[config.mk]
export PLATFORM = sky130hd
export DESIGN_NAME = scpw_mul
export DESIGN_NICKNAME = d
export VERILOG_FILES = /design/src/sv/scpw_pkg.sv /design/src/sv/scpw_mul.sv
export SDC_FILE = /design/constraint.sdc
export NUM_CORES = 2
export LEC_CHECK = 0
export ABC_AREA = 1
export BUFFER_PORTS_ARGS = -buffer_cell sky130_fd_sc_hd__clkbuf_2
export CORE_MARGIN = 4
export CORE_UTILIZATION = 45
export CTS_BUF_LIST = sky130_fd_sc_hd__clkbuf_2 sky130_fd_sc_hd__clkbuf_4 sky130_fd_sc_hd__clkbuf_8
export DETAILED_ROUTE_END_ITERATION = 12
export HOLD_SLACK_MARGIN = 0.05
export PLACE_DENSITY = 0.6
export REMOVE_ABC_BUFFERS = 1
export SETUP_SLACK_MARGIN = 0.3
export SLEW_MARGIN = 25
export SYNTH_ARGS = -nofsm -noshare
export SYNTH_HDL_FRONTEND = slang
export SYNTH_SLANG_ARGS = --single-unit
[constraint.sdc]
create_clock -name aclk -period 7.4 [get_ports aclk]
set_input_delay 1.85 -clock aclk [delete_from_list [all_inputs] [get_ports aclk]]
set_output_delay 1.85 -clock aclk [all_outputs]
set_load 0.01 [all_outputs]
[src/sv/scpw_pkg.sv]
// Shared constants for the sigma-clip pixel weight block.
`timescale 1ns / 1ps
`default_nettype none
package scpw_pkg;

    localparam int VALUE_WIDTH_DEFAULT  = 32;
    localparam int WEIGHT_WIDTH_DEFAULT = 32;

    // fixed field widths
    localparam int SKY_W   = 31;
    localparam int CS_W    = 16;
    localparam int LIMB_W  = 32;
    localparam int CFG_IDX_W = 3;

    // exact comparison scaling: 2^24 on the deviation, 2^32 on the variance
    localparam int DEV_SHIFT = 24;
    localparam int VAR_SHIFT = 32;

    // one in Q8.8 (threshold factor where the mask is set)
    localparam logic [CS_W-1:0] UNIT_Q8 = 16'd256;

    // reset values
    localparam longint SAT_RESET = 1792000;
    localparam logic [SKY_W-1:0] SKY_RESET = 31'd1280;
    localparam logic [CS_W-1:0] CLIP_SIGMA_RESET = 16'd1280;
    localparam logic [CS_W-1:0] SOURCE_FACTOR_RESET = 16'd2560;

    // configuration register indexes
    localparam logic [CFG_IDX_W-1:0] REG_DATA_SAT  = 3'd0;
    localparam logic [CFG_IDX_W-1:0] REG_STACK_SAT = 3'd1;
    localparam logic [CFG_IDX_W-1:0] REG_DATA_SKY  = 3'd2;
    localparam logic [CFG_IDX_W-1:0] REG_STACK_SKY = 3'd3;
    localparam logic [CFG_IDX_W-1:0] REG_CLIP_SIGMA = 3'd4;
    localparam logic [CFG_IDX_W-1:0] REG_SOURCE_FAC = 3'd5;

endpackage
`default_nettype wire

[src/sv/scpw_mul.sv]
// Three-stage unsigned multiplier built from 32x32 limb products.
`timescale 1ns / 1ps
`default_nettype none
module scpw_mul #(
    parameter int AW = 32,
    parameter int BW = 32
) (
    input  logic             aclk,
    input  logic             en,
    input  logic [AW-1:0]    a,
    input  logic [BW-1:0]    b,
    output logic [AW+BW-1:0] p
);
    import scpw_pkg::*;

    localparam int NA = (AW + LIMB_W - 1) / LIMB_W;
    localparam int NB = (BW + LIMB_W - 1) / LIMB_W;
    localparam int PW = AW + BW;

    logic [NA*LIMB_W-1:0] a_ext;
    logic [NB*LIMB_W-1:0] b_ext;
    logic [2*LIMB_W-1:0]  pp_reg  [NA][NB];
    logic [PW-1:0]        row_reg [NA];
    logic [PW-1:0]        row_next [NA];
    logic [PW-1:0]        p_next;
    logic [PW-1:0]        p_reg;

    assign a_ext = (NA*LIMB_W)'(a);
    assign b_ext = (NB*LIMB_W)'(b);

    // limb products
    always_ff @(posedge aclk) begin
        if (en) begin
            for (int i = 0; i < NA; i++) begin
                for (int j = 0; j < NB; j++) begin
                    pp_reg[i][j] <= a_ext[i*LIMB_W +: LIMB_W] * b_ext[j*LIMB_W +: LIMB_W];
                end
            end
        end
    end

    // sum each row of limb products
    always_comb begin
        for (int i = 0; i < NA; i++) begin
            row_next[i] = '0;
            for (int j = 0; j < NB; j++) begin
                row_next[i] = row_next[i] + (PW'(pp_reg[i][j]) << (LIMB_W*j));
            end
        end
    end

    // sum the rows
    always_comb begin
        p_next = '0;
        for (int i = 0; i < NA; i++) begin
            p_next = p_next + (row_reg[i] << (LIMB_W*i));
        end
    end

    always_ff @(posedge aclk) begin
        if (en) begin
            row_reg <= row_next;
            p_reg   <= p_next;
        end
    end

    assign p = p_reg;

endmodule
`default_nettype wire

==> impl_metrics.toml <==
[synth]
netlist.area_leader.share_pct = 42.9
synth_edf_count = 192
ys.flop_type = "edfxtp_1"
yosysWarnings = 0
syn_inst = 5149
synth.most_common_cell = "inv_1"
ys_async_sr_fraction_pct = 0
synth_cell_types = 24
yosysTopAreaCell = "fa_1"
synth_common_cells = "1728 x inv_1, 1566 x nand2_1, 896 x fa_1, 263 x ha_1"
synthTopCellsByArea = "fa_1 43%, inv_1 16%, nand2_1 14%, edfxtp_1 14%, ha_1 7.9%"
avgSynthCellArea_um2 = 8.13
seq_area_frac_synth_pct = 13.8
syn_area_um2 = 41800
synth-seq-cells = 192

[grt]
grt-busiest-layer = "met2"
grt_pass1_vias = 34500
grt_start_max_net_pins = 119
use_met3_pct = 1.65
grtUsageMet1_pct = 31.5
globalRoute.totalOverflow = 0
use_met2_pct = 43.4
grtUsageTotal_pct = 23.9
grt_pass1_wl_mm = 185
antenna_found_initial = 1

[critical_path]
r2r_slack_ns = 6.61
cp-startpoint = "a[10]"
worstPathRequired_ns = 7.68
crit_arrival_ns = 8.01
reg2reg_from = "pp_reg[0][48]"
critPathKind = "primary input to register"
critPathMaxFanout = 5
start_kind = "primary input"
cp-end-kind = "register"

[die]
start_util_pct = 45.5
dieArea_um2 = 97900
core_area_um2 = 91900
fp.dieW_um = 313
rows = 111
fp.dieH_um = 313
ioPinCount = 130

[timing]
tightest_slew_ns = 0.960
clock_skew_ns = 0.0233
setup_slack_ns = -0.328
clock.fmax_mhz = 129
finalCritPeriodShare_pct = 104
final-hold-violation-count = 0
rsz0062_at_grt = "true"
final-max-slew-violation-count = 0
slew_headroom_pct = 36.0
finalSetupViolations = 45
min_period_ns = 7.73

[final_layout]
final_area_um2 = 52700
fin_cells = 6871
nNetsFinal = 6839
syn2layout_area_growth_pct = 26.0
drive_above_1_share_pct = 24.7
fin_util_pct = 57.4

[routing]
drt_iter0_drc = 2386
drt-pass1-iter-count = 7
drt-wirelength-per-cell_um = 17.8
via_count = 32800
drt-vias-per-instance = 4.78
drtAntennaViolNets = 0
routed_wl_mm = 122
drcViolationCount = 0

[clock_tree]
cts_tree = "yes"
clock-sinks = 192
clk_latency_ns = 0.50
cts_buffers = 17
clk_path_buf_depth = 2
cts.clk_slew.worst_paths_ns = 0.13
hold_buffers = 0
cts_root_buf = "clkbuf_8"
htreeDepth = 4

[job]
max_cap_viol_count = 0

[placement]
place_area_um2 = 47000
post-dp-hpwl_mm = 94.6
port-buffer-count = 129
gp_congestion = 0.916
post-place-ws_ns = -1.03
dp_cells = 6716

[run_status]
violations = "negative setup slack"
status = "complete, but fails checks"

[worst_hold_path]
worst_hold_startpoint = "pp_reg[0][15]"
hold_path_class = "register to register"
## layer usage
metal  routed length, um  vias up
li1                    -    15100
met4                3360        0
met3                6780      192
met2               62400      957
met5                   0        -
met1               49500    16500
## final cells by class
type	count	area, um2
diodes	1	2.50
clock buffers	18	241
clock inverters	14	144
fillers	8102	39200
inverters	1735	6540
multi-input cells	3030	31900
flip-flops and latches	192	5770
well taps	1243	1560
repair buffers	638	6630
## worst max-delay path, stage by stage
cell and delay [ns]:
clkbuf_16 0.13, buf_12 0.12, buf_16 0.13, nand2_4 0.05
inv_2 0.03, fa_1 0.55, inv_2 0.04, fa_1 0.54
inv_2 0.04, fa_1 0.51, inv_2 0.04, fa_2 0.57
inv_2 0.04, fa_1 0.54, fa_1 0.45, fa_1 0.53
fa_1 0.46, ha_4 0.35, nand2_4 0.09, nor2_4 0.18
inv_4 0.07, buf_6 0.12, nor2_4 0.13, buf_4 0.12
buf_4 0.10, nand3_4 0.08, nand3_2 0.06, nand2_1 0.05
## worst paths after layout
kind	end	cells after the start
setup / recovery	pp_reg[0][40]	28
setup reg to reg	row_reg[48]	0
hold reg to reg	row_reg[15]	0
hold / removal	row_reg[15]	0
## logic make-up (layout without fill, tap and decap cells)
group                      count (synthesis)  in the layout  synth area share [%]
adders and majority gates               1159           1159                  50.7
xor gates and xnor gates                  36             36                 0.754
other                                      0              1                     0
DFF                                      192            192                  13.8
buffers and inverters                   1927           2405                  17.3
and+or+nand+nor                         1777           1777                  16.7
AOI/OAI and AO/OA                         58             58                 0.763
## stage by stage
step | hold slack [ns] | setup TNS, ns
2_1_floorplan | 0.400 | -0.640
3_3_place_gp | 0.401 | -40.83
3_5_place_dp | 0.405 | -42.22
4_1_cts | 0.428 | -4.53
5_1_grt | 0.432 | -15.03
6_report | 0.423 | -9.52
## placed cells by master (no fill, tap or decap), types with 13 or more instances in the layout
master     synthesis  routed
xor2_1            32      16
buf_6              0      91
clkbuf_8           0      19
ha_1             263     204
nor2_2            21      20
clkbuf_16          0      23
inv_1           1728    1570
nand3_1           61      31
nand2_1         1566    1318
a21oi_1           45      15
buf_4              0     313
inv_2              7     155
nor2_1            76      35
buf_8              0      16
fa_2               0      78
nor2_4             2      44
edfxtp_1         192     192
ha_4               0      58
nand4_1           16      16
nand2_4            0      87
nand3_4            0      13
clkbuf_2           0      99
nand2_2           10     169
fa_1             896     818
a21oi_2            0      20
buf_12             0      73
nand3_2            6      23
## repair_timing
| item | in CTS | in global routing |
|---|---|---|
| pin swaps | 137 | 338 |
| gates cloned | 14 | 15 |
| endpoints found under the setup margin | 54 | 54 |
| setup buffers | 32 | 61 |
| resized for setup | 497 | 582 |
Power is not shown: default switching activity piles up to over one toggle a cycle in this logic, so the estimate is an artifact.
